`src/rtl/atrs_pkg.sv`:
```
`timescale 1ns / 1ps
package atrs_pkg;

	localparam int MAX_STUDENTS = 32;
	localparam int MAX_COURSES  = 16;
	localparam int IDX_W        = $clog2(MAX_STUDENTS);
	localparam int CNT_W        = $clog2(MAX_COURSES);
	localparam int MEAN_W       = 16;
	localparam int SUM_W        = 12;
	localparam int FRAC_W       = 8;
	localparam int DVD_W        = SUM_W + FRAC_W;
	localparam int DIV_CNT_W    = $clog2(DVD_W);

	localparam logic [1:0] REG_COURSE_COUNT  = 2'd0;
	localparam logic [1:0] REG_STUDENT_COUNT = 2'd1;
	localparam logic [1:0] REG_SORT_METHOD   = 2'd2;

	localparam logic [1:0] METHOD_BUBBLE    = 2'd0;
	localparam logic [1:0] METHOD_SELECTION = 2'd1;
	localparam logic [1:0] METHOD_INSERTION = 2'd2;

	typedef struct packed {
		logic [IDX_W-1:0]  idx;
		logic [MEAN_W-1:0] mean;
	} entry_t;

	typedef enum logic [3:0] {
		ST_LOAD,
		ST_DIV,
		ST_STORE,
		ST_SCAN_START,
		ST_SCAN,
		ST_DECIDE,
		ST_SH_RD,
		ST_SH_WR,
		ST_PLACE,
		ST_EMIT
	} state_t;

endpackage

```
`src/rtl/average_then_rank_sorter.sv`:
```
`timescale 1ns / 1ps
// Grades are taken one per cycle while the block loads a student. After the
// last grade of a student the input is stalled while a 20-step restoring
// divider forms the mean, one bit per cycle, and the store state then writes
// it to the entry memory. After the last student the block ranks the batch
// in that single memory: for each rank position i it scans entries i..n-1,
// moves the winner into place (a read and a write per shifted entry for
// bubble and insertion order, two writes for selection) and transfers one
// result; loading resumes once the last result is registered at the output.
module average_then_rank_sorter (
	input  logic                              clk,
	input  logic                              arst_n,
	input  logic                              cfg_we,
	input  logic [1:0]                        cfg_index,
	input  logic [5:0]                        cfg_data,
	input  logic                              in_valid,
	output logic                              in_stall,
	input  logic [7:0]                        grade,
	output logic                              out_valid,
	input  logic                              out_stall,
	output logic [4:0]                        rank,
	output logic [4:0]                        student,
	output logic [atrs_pkg::MEAN_W-1:0]       mean,
	output logic                              last
);

	logic [4:0] course_count_q;
	logic [5:0] student_count_q;
	logic [1:0] sort_method_q;
	logic [4:0] cc_eff;
	logic [5:0] sn_eff;

	atrs_pkg::state_t state_q, state_d;

	logic [atrs_pkg::SUM_W-1:0]     grade_sum_q;
	logic [atrs_pkg::CNT_W-1:0]     grade_counter_q;
	logic [atrs_pkg::IDX_W-1:0]     student_counter_q;
	logic [atrs_pkg::DVD_W-1:0]     dvd_q;
	logic [4:0]                     rem_q;
	logic [atrs_pkg::DIV_CNT_W-1:0] div_cnt_q;
	logic [5:0]                     n_q;
	logic [atrs_pkg::IDX_W-1:0]     i_q;
	logic [atrs_pkg::IDX_W-1:0]     k_q;
	logic [atrs_pkg::IDX_W-1:0]     best_addr_q;
	atrs_pkg::entry_t               entry_i_q, best_q, emit_q;

	atrs_pkg::entry_t               mem_q [atrs_pkg::MAX_STUDENTS];
	atrs_pkg::entry_t               rd_data_s1;
	logic [atrs_pkg::IDX_W-1:0]     rd_addr_s1;
	logic [atrs_pkg::IDX_W-1:0]     rd_addr;
	logic                           mem_we;
	logic [atrs_pkg::IDX_W-1:0]     mem_waddr;
	atrs_pkg::entry_t               mem_wdata;

	logic                           out_valid_q;
	logic [4:0]                     rank_q, student_q;
	logic [atrs_pkg::MEAN_W-1:0]    mean_q;
	logic                           last_q;

	logic                           in_xfer, last_grade, div_ge, scan_first, scan_last;
	logic                           stable, sel_keep, out_free, emit_last, batch_done;
	logic [atrs_pkg::SUM_W-1:0]     sum_next;
	logic [5:0]                     div_t, div_diff;
	logic [atrs_pkg::MEAN_W-1:0]    mean_sat;
	logic [5:0]                     n_next;

	always_comb begin
		if (course_count_q == 5'd0) begin
			cc_eff = 5'd1;
		end else if (course_count_q > 5'(atrs_pkg::MAX_COURSES)) begin
			cc_eff = 5'(atrs_pkg::MAX_COURSES);
		end else begin
			cc_eff = course_count_q;
		end
		if (student_count_q == 6'd0) begin
			sn_eff = 6'd1;
		end else if (student_count_q > 6'(atrs_pkg::MAX_STUDENTS)) begin
			sn_eff = 6'(atrs_pkg::MAX_STUDENTS);
		end else begin
			sn_eff = student_count_q;
		end
	end

	assign in_xfer    = in_valid && !in_stall;
	assign last_grade = ({1'b0, grade_counter_q} + 5'd1) >= cc_eff;
	assign sum_next   = grade_sum_q + atrs_pkg::SUM_W'(grade);
	assign div_t      = {rem_q, dvd_q[atrs_pkg::DVD_W-1]};
	assign div_ge     = div_t >= {1'b0, cc_eff};
	assign div_diff   = div_t - {1'b0, cc_eff};
	assign mean_sat   = (|dvd_q[atrs_pkg::DVD_W-1:atrs_pkg::MEAN_W]) ?
		{atrs_pkg::MEAN_W{1'b1}} : dvd_q[atrs_pkg::MEAN_W-1:0];
	assign n_next     = {1'b0, student_counter_q} + 6'd1;
	assign batch_done = n_next >= sn_eff;
	assign scan_first = rd_addr_s1 == i_q;
	assign scan_last  = {1'b0, rd_addr_s1} == (n_q - 6'd1);
	assign stable     = sort_method_q != atrs_pkg::METHOD_SELECTION;
	assign sel_keep   = !stable && (entry_i_q.mean == best_q.mean);
	assign out_free   = !out_valid_q || !out_stall;
	assign emit_last  = {1'b0, i_q} == (n_q - 6'd1);

	always_comb begin
		state_d = state_q;
		case (state_q)
			atrs_pkg::ST_LOAD: begin
				if (in_xfer && last_grade) state_d = atrs_pkg::ST_DIV;
			end
			atrs_pkg::ST_DIV: begin
				if (div_cnt_q == atrs_pkg::DIV_CNT_W'(atrs_pkg::DVD_W - 1)) begin
					state_d = atrs_pkg::ST_STORE;
				end
			end
			atrs_pkg::ST_STORE: begin
				state_d = batch_done ? atrs_pkg::ST_SCAN_START : atrs_pkg::ST_LOAD;
			end
			atrs_pkg::ST_SCAN_START: state_d = atrs_pkg::ST_SCAN;
			atrs_pkg::ST_SCAN: begin
				if (scan_last) state_d = atrs_pkg::ST_DECIDE;
			end
			atrs_pkg::ST_DECIDE: begin
				if (stable) begin
					state_d = (best_addr_q == i_q) ? atrs_pkg::ST_EMIT : atrs_pkg::ST_SH_RD;
				end else begin
					state_d = sel_keep ? atrs_pkg::ST_EMIT : atrs_pkg::ST_PLACE;
				end
			end
			atrs_pkg::ST_SH_RD: state_d = atrs_pkg::ST_SH_WR;
			atrs_pkg::ST_SH_WR: begin
				state_d = (k_q == i_q) ? atrs_pkg::ST_PLACE : atrs_pkg::ST_SH_RD;
			end
			atrs_pkg::ST_PLACE: state_d = atrs_pkg::ST_EMIT;
			atrs_pkg::ST_EMIT: begin
				if (out_free) begin
					state_d = emit_last ? atrs_pkg::ST_LOAD : atrs_pkg::ST_SCAN_START;
				end
			end
			default: state_d = atrs_pkg::ST_LOAD;
		endcase
	end

	always_comb begin
		in_stall  = state_q != atrs_pkg::ST_LOAD;
		mem_we    = 1'b0;
		mem_waddr = i_q;
		mem_wdata = best_q;
		rd_addr   = i_q;
		case (state_q)
			atrs_pkg::ST_STORE: begin
				mem_we    = 1'b1;
				mem_waddr = student_counter_q;
				mem_wdata = '{idx: student_counter_q, mean: mean_sat};
			end
			atrs_pkg::ST_SCAN: rd_addr = rd_addr_s1 + 1'b1;
			atrs_pkg::ST_DECIDE: begin
				if (!stable && !sel_keep) begin
					mem_we    = 1'b1;
					mem_waddr = best_addr_q;
					mem_wdata = entry_i_q;
				end
			end
			atrs_pkg::ST_SH_RD: rd_addr = k_q;
			atrs_pkg::ST_SH_WR: begin
				mem_we    = 1'b1;
				mem_waddr = k_q + 1'b1;
				mem_wdata = rd_data_s1;
			end
			atrs_pkg::ST_PLACE: mem_we = 1'b1;
			default: ;
		endcase
	end

	always_ff @(posedge clk) begin
		if (mem_we) mem_q[mem_waddr] <= mem_wdata;
		rd_data_s1 <= mem_q[rd_addr];
		rd_addr_s1 <= rd_addr;
	end

	always_ff @(posedge clk or negedge arst_n) begin
		if (!arst_n) begin
			course_count_q  <= 5'd1;
			student_count_q <= 6'd1;
			sort_method_q   <= atrs_pkg::METHOD_BUBBLE;
		end else if (cfg_we) begin
			case (cfg_index)
				atrs_pkg::REG_COURSE_COUNT:  course_count_q  <= cfg_data[4:0];
				atrs_pkg::REG_STUDENT_COUNT: student_count_q <= cfg_data;
				atrs_pkg::REG_SORT_METHOD:   sort_method_q   <= cfg_data[1:0];
				default: ;
			endcase
		end
	end

	always_ff @(posedge clk or negedge arst_n) begin
		if (!arst_n) begin
			state_q           <= atrs_pkg::ST_LOAD;
			grade_sum_q       <= '0;
			grade_counter_q   <= '0;
			student_counter_q <= '0;
			div_cnt_q         <= '0;
			n_q               <= 6'd1;
			i_q               <= '0;
			k_q               <= '0;
			out_valid_q       <= 1'b0;
		end else begin
			state_q <= state_d;
			if (state_q == atrs_pkg::ST_EMIT && out_free) begin
				out_valid_q <= 1'b1;
			end else if (out_valid_q && !out_stall) begin
				out_valid_q <= 1'b0;
			end
			case (state_q)
				atrs_pkg::ST_LOAD: begin
					if (in_xfer) begin
						if (last_grade) begin
							grade_sum_q     <= '0;
							grade_counter_q <= '0;
							div_cnt_q       <= '0;
						end else begin
							grade_sum_q     <= sum_next;
							grade_counter_q <= grade_counter_q + 1'b1;
						end
					end
				end
				atrs_pkg::ST_DIV: div_cnt_q <= div_cnt_q + 1'b1;
				atrs_pkg::ST_STORE: begin
					if (batch_done) begin
						n_q               <= n_next;
						student_counter_q <= '0;
						i_q               <= '0;
					end else begin
						student_counter_q <= n_next[atrs_pkg::IDX_W-1:0];
					end
				end
				atrs_pkg::ST_DECIDE: k_q <= best_addr_q - 1'b1;
				atrs_pkg::ST_SH_WR:  k_q <= k_q - 1'b1;
				atrs_pkg::ST_EMIT: begin
					if (out_free) begin
						i_q <= i_q + 1'b1;
					end
				end
				default: ;
			endcase
		end
	end

	always_ff @(posedge clk) begin
		if (state_q == atrs_pkg::ST_LOAD && in_xfer && last_grade) begin
			dvd_q <= {sum_next, {atrs_pkg::FRAC_W{1'b0}}};
			rem_q <= '0;
		end else if (state_q == atrs_pkg::ST_DIV) begin
			dvd_q <= {dvd_q[atrs_pkg::DVD_W-2:0], div_ge};
			rem_q <= div_ge ? div_diff[4:0] : div_t[4:0];
		end
		if (state_q == atrs_pkg::ST_SCAN) begin
			if (scan_first) begin
				entry_i_q   <= rd_data_s1;
				best_q      <= rd_data_s1;
				best_addr_q <= rd_addr_s1;
			end else if (best_q.mean < rd_data_s1.mean) begin
				best_q      <= rd_data_s1;
				best_addr_q <= rd_addr_s1;
			end
		end
		if (state_q == atrs_pkg::ST_DECIDE) begin
			emit_q <= sel_keep ? entry_i_q : best_q;
		end
		if (state_q == atrs_pkg::ST_EMIT && out_free) begin
			rank_q    <= i_q;
			student_q <= emit_q.idx;
			mean_q    <= emit_q.mean;
			last_q    <= emit_last;
		end
	end

	assign out_valid = out_valid_q;
	assign rank      = rank_q;
	assign student   = student_q;
	assign mean      = mean_q;
	assign last      = last_q;

	a_div_len: assert property (@(posedge clk) disable iff (!arst_n)
		state_q == atrs_pkg::ST_DIV |-> div_cnt_q < atrs_pkg::DIV_CNT_W'(atrs_pkg::DVD_W))
		else $error("divider ran past its step count");

	a_rank_bound: assert property (@(posedge clk) disable iff (!arst_n)
		(state_q == atrs_pkg::ST_SCAN || state_q == atrs_pkg::ST_EMIT) |->
		({1'b0, i_q} < n_q))
		else $error("rank position beyond batch size");

	a_last_ends: assert property (@(posedge clk) disable iff (!arst_n)
		(state_q == atrs_pkg::ST_EMIT && out_free && emit_last) |=>
		(state_q == atrs_pkg::ST_LOAD && out_valid_q && last_q))
		else $error("final result did not end the batch");

	a_shift_range: assert property (@(posedge clk) disable iff (!arst_n)
		state_q == atrs_pkg::ST_SH_RD |-> (k_q >= i_q && k_q < best_addr_q))
		else $error("shift pointer outside the moved range");

endmodule
```
`config.mk`:
```
export PLATFORM = sky130hd
export DESIGN_NAME = average_then_rank_sorter
export DESIGN_NICKNAME = d
export VERILOG_FILES = /design/src/rtl/atrs_pkg.sv /design/src/rtl/average_then_rank_sorter.sv
export SDC_FILE = /design/constraint.sdc
export NUM_CORES = 1
export LEC_CHECK = 0
export BUFFER_PORTS_ARGS = -buffer_cell sky130_fd_sc_hd__buf_2
export CAP_MARGIN = 10
export CELL_PAD_IN_SITES_DETAIL_PLACEMENT = 1
export CELL_PAD_IN_SITES_GLOBAL_PLACEMENT = 2
export CORE_MARGIN = 3
export CORE_UTILIZATION = 46
export CTS_CLUSTER_DIAMETER = 60
export DETAILED_ROUTE_END_ITERATION = 10
export HOLD_SLACK_MARGIN = 0.03
export PLACE_DENSITY = 0.87
export REMOVE_ABC_BUFFERS = 1
export SETUP_SLACK_MARGIN = 0.05
export SYNTH_ARGS = -nofsm -noshare
export SYNTH_HDL_FRONTEND = slang
export SYNTH_SLANG_ARGS = --single-unit
```
`constraint.sdc`:
```
create_clock -name clk -period 5.89 [get_ports clk]
set_input_delay 0.8835 -clock clk [delete_from_list [all_inputs] [get_ports clk]]
set_output_delay 0.8835 -clock clk [all_outputs]
set_load 0.02 [all_outputs]
```
==> flow_metrics.env <==
export IMPL_start_util_pct=46.65
export IMPL_synth_compound_area_share_pct=9.483
export IMPL_yosysSeqAreaShare_pct=70.82
export IMPL_grt_pass1_wl_mm=150.9
export IMPL_design_core_area_mm2=0.07772
export IMPL_die_w_um=286.8
export IMPL_netlist_top_cells_count="779 x edfxtp_1, 403 x nand2_1, 243 x a21oi_1"
export IMPL_wl_mm=99.06
export IMPL_multiInputGateArea_mm2=0.009836
export IMPL_rows=102
export IMPL_clock_latency_ns=0.66
export IMPL_hpwl_mm=60.59
export IMPL_grt_util_all_layers_pct=24.15
export IMPL_synthToLayoutAreaGrowth_pct=13.58
export IMPL_clock_sinks=878
export IMPL_reg2reg_slack_ns=1.02
export IMPL_synth_area_top_cells="edfxtp_1 65%, nand2_1 4.2%, dfrtp_1 3.9%"
export IMPL_cts_tree="done"
export IMPL_io_buffers=49
export IMPL_synth_adder_area_share_pct=1.732
export IMPL_p_leak_uw=0.01417
export IMPL_grt_pass1_vias=23840
export IMPL_fp_dieArea_mm2=0.08223
export IMPL_synth_most_common_cell="edfxtp_1"
export IMPL_crit_path_end_kind="register"
export IMPL_antenna_found_initial=0
export IMPL_fmax_mhz=205.3
export IMPL_syn_area_per_cell_um2=14.25
export IMPL_synthesis_area_mm2=0.03626
export IMPL_setup_violations_final=0
export IMPL_vias=22480
export IMPL_synth_xor_area_share_pct=1.812
export IMPL_synth_warnings=0
export IMPL_drt_iter0_drc=2492
export IMPL_synthSimpleGateAreaFrac_pct=8.679
export IMPL_worstPathMaxFanout=31
export IMPL_synth_top_family_by_area="compound AO/OA/AOI/OAI gates"
export IMPL_hold_viol=0
export IMPL_ys_ff_latch=878
export IMPL_synth_edf_count=779
export IMPL_vias_per_cell=6.062
export IMPL_synth_cells=2544
export IMPL_outcome="finished, final reports clean"
export IMPL_async_flop_share_pct=6.834
export IMPL_start_kind="register"
export IMPL_cts_setup_buffers=0
export IMPL_wl_per_cell_um=26.71
export IMPL_gp_congestion=0.8562
export IMPL_numCtsBuffers=91
export IMPL_cts_max_level=3
export IMPL_cts_resized=0
export IMPL_crit_type="register to register"
export IMPL_synth_ff_type="edfxtp_1"
export IMPL_final_nets=2660
export IMPL_critical_path_required_ns=6.15
export IMPL_yosysTopAreaCellShare_pct=64.52
export IMPL_fin_area_mm2=0.04118
export IMPL_die_h_um=286.8
export IMPL_min_path_type="register to register"
export IMPL_crit_arrival_ns=5.13
export IMPL_holdBufCountCts=0
export IMPL_ios=50
export IMPL_worst_pin_slew_ns=1.191
export IMPL_drc=0
export IMPL_ant_nets=0
export IMPL_relSlewSlack_pct=20.59
export IMPL_maxCapViolCount=0
export IMPL_layout_drive_gt1_share_pct=15.67
export IMPL_placed_area_mm2=0.03778
export IMPL_cts_buffer_depth=3
export IMPL_slew_violations=0
export IMPL_register_area_mm2=0.02568
export IMPL_nFillCells=7387
export IMPL_overflow=0
export IMPL_period_share_pct=82.69
export IMPL_r2r_cells=7
export IMPL_ir_worst_vdd_v=0.0006466
export IMPL_clk_pin_slew_worst_paths_ns=0.06
export IMPL_synth_largest_area_cell="edfxtp_1"
export IMPL_hold_depth=0
export IMPL_firstDrtPassIters=5
export IMPL_synth_mux_area_share_pct=4.904
export IMPL_fin_crit_ns=4.870
export IMPL_diodes=0
export IMPL_power_density_mw_per_mm2=572.9
export IMPL_rsz0062_at_grt="no"
export IMPL_grt_max_degree=155
export IMPL_synth_cell_types=84
export IMPL_cts_root_buffer="clkbuf_16"
export IMPL_whs_ns=0.4221
export IMPL_skew_ns=0.04041
==> kinds of logic after synthesis <==
kind of cell    count (synthesis)
mux                            95
buf+inv                       211
xor+xnor                       75
flops                         878
simple gates                  701
fa+ha+maj                      49
compound gates                535
==> metrics by stage <==
step	total power, uW	cells	setup WS [ns]	utilization (%)	TNS, ns
6_report	23600	3708	1.020	52.99	0
5_1_grt	24860	3708	0.6005	52.99	0
4_1_cts	23490	3696	1.010	52.60	0
3_5_place_dp	17450	3525	1.092	48.60	0
3_3_place_gp	16940	3525	1.355	48.60	0
2_1_floorplan	14660	2374	-6.443	-	-142.38
==> critical path: stages, from the launching register on <==
cell	delay, ns
dfrtp_1	0.69
and3b_1	0.65
nand2b_1	0.32
inv_2	0.59
nor3_1	0.16
a21oi_1	0.38
nand3_1	0.62
nor3_4	1.06
==> registers in the layout, indices dropped and copies added, names as in the netlist, 6 cells and up <==
register,flops
mem_q,672
best_q,21
emit_q,21
entry_i_q,21
rd_data_s1,21
dvd_q,20
mean,16
grade_sum_q,12
n_q,6
student_count_q,6
==> cells in the final DEF (no fill, tap or decap), drive strengths merged, types with 4 or more instances in the layout <==
cell	count
a22o	18
o21ai	88
bufinv	11
nand2b	9
nand4	8
and3	9
nor2	68
xnor2	41
buf	120
edfxtp	779
xor2	34
a221o	17
a31oi	5
mux4	63
ha	47
dfxtp	39
or2	4
a221oi	86
nor3	24
o31ai	4
a21oi	243
a21boi	5
clkinv	35
mux2i	7
o22ai	5
dfrtp	57
mux2	25
nor2b	5
nand2	404
a32oi	21
nor4	31
clkbuf	123
a21o	14
nand3	119
a211oi	6
inv	44
==> report_power, final <==
part	switching, uW	leakage (uW)	internal (uW)
sequential	583	0.00810	8240
combinational	5940	0.00455	2890
clock	2450	0.00152	3490
total	8970	0.0142	14600
==> layer usage <==
metal / part of all wire, % / track usage, % / vias up
met5: 0 / 0 / -
met4: 3.1 / 7.357 / 0
met3: 6.3 / 4.019 / 173
met2: 49 / 40.31 / 784
met1: 41 / 32.65 / 11720
li1: - / - / 9806
==> path summary, 6_finish.rpt <==
check,end,from
worst min register to register,mean[14],emit_q[14]
max in group asynchronous,div_cnt_q[4],arst_n
worst max-delay path,mem_q[31][8],state_q[2]
worst max register to register,mem_q[31][8],state_q[2]
min in group asynchronous,i_q[2],arst_n
worst min-delay path,mean[14],emit_q[14]
==> cell type report <==
cell class	instances	share of cell area [%]
tap	1040	3.160
clock buffer	120	6.067
clock inverter	51	1.483
sequential	878	62.35
multi-input combinational	1455	23.88
timing repair buffer	123	2.661
inverter	41	0.3919
No activity file was read; power rests on OpenSTA's default activity.
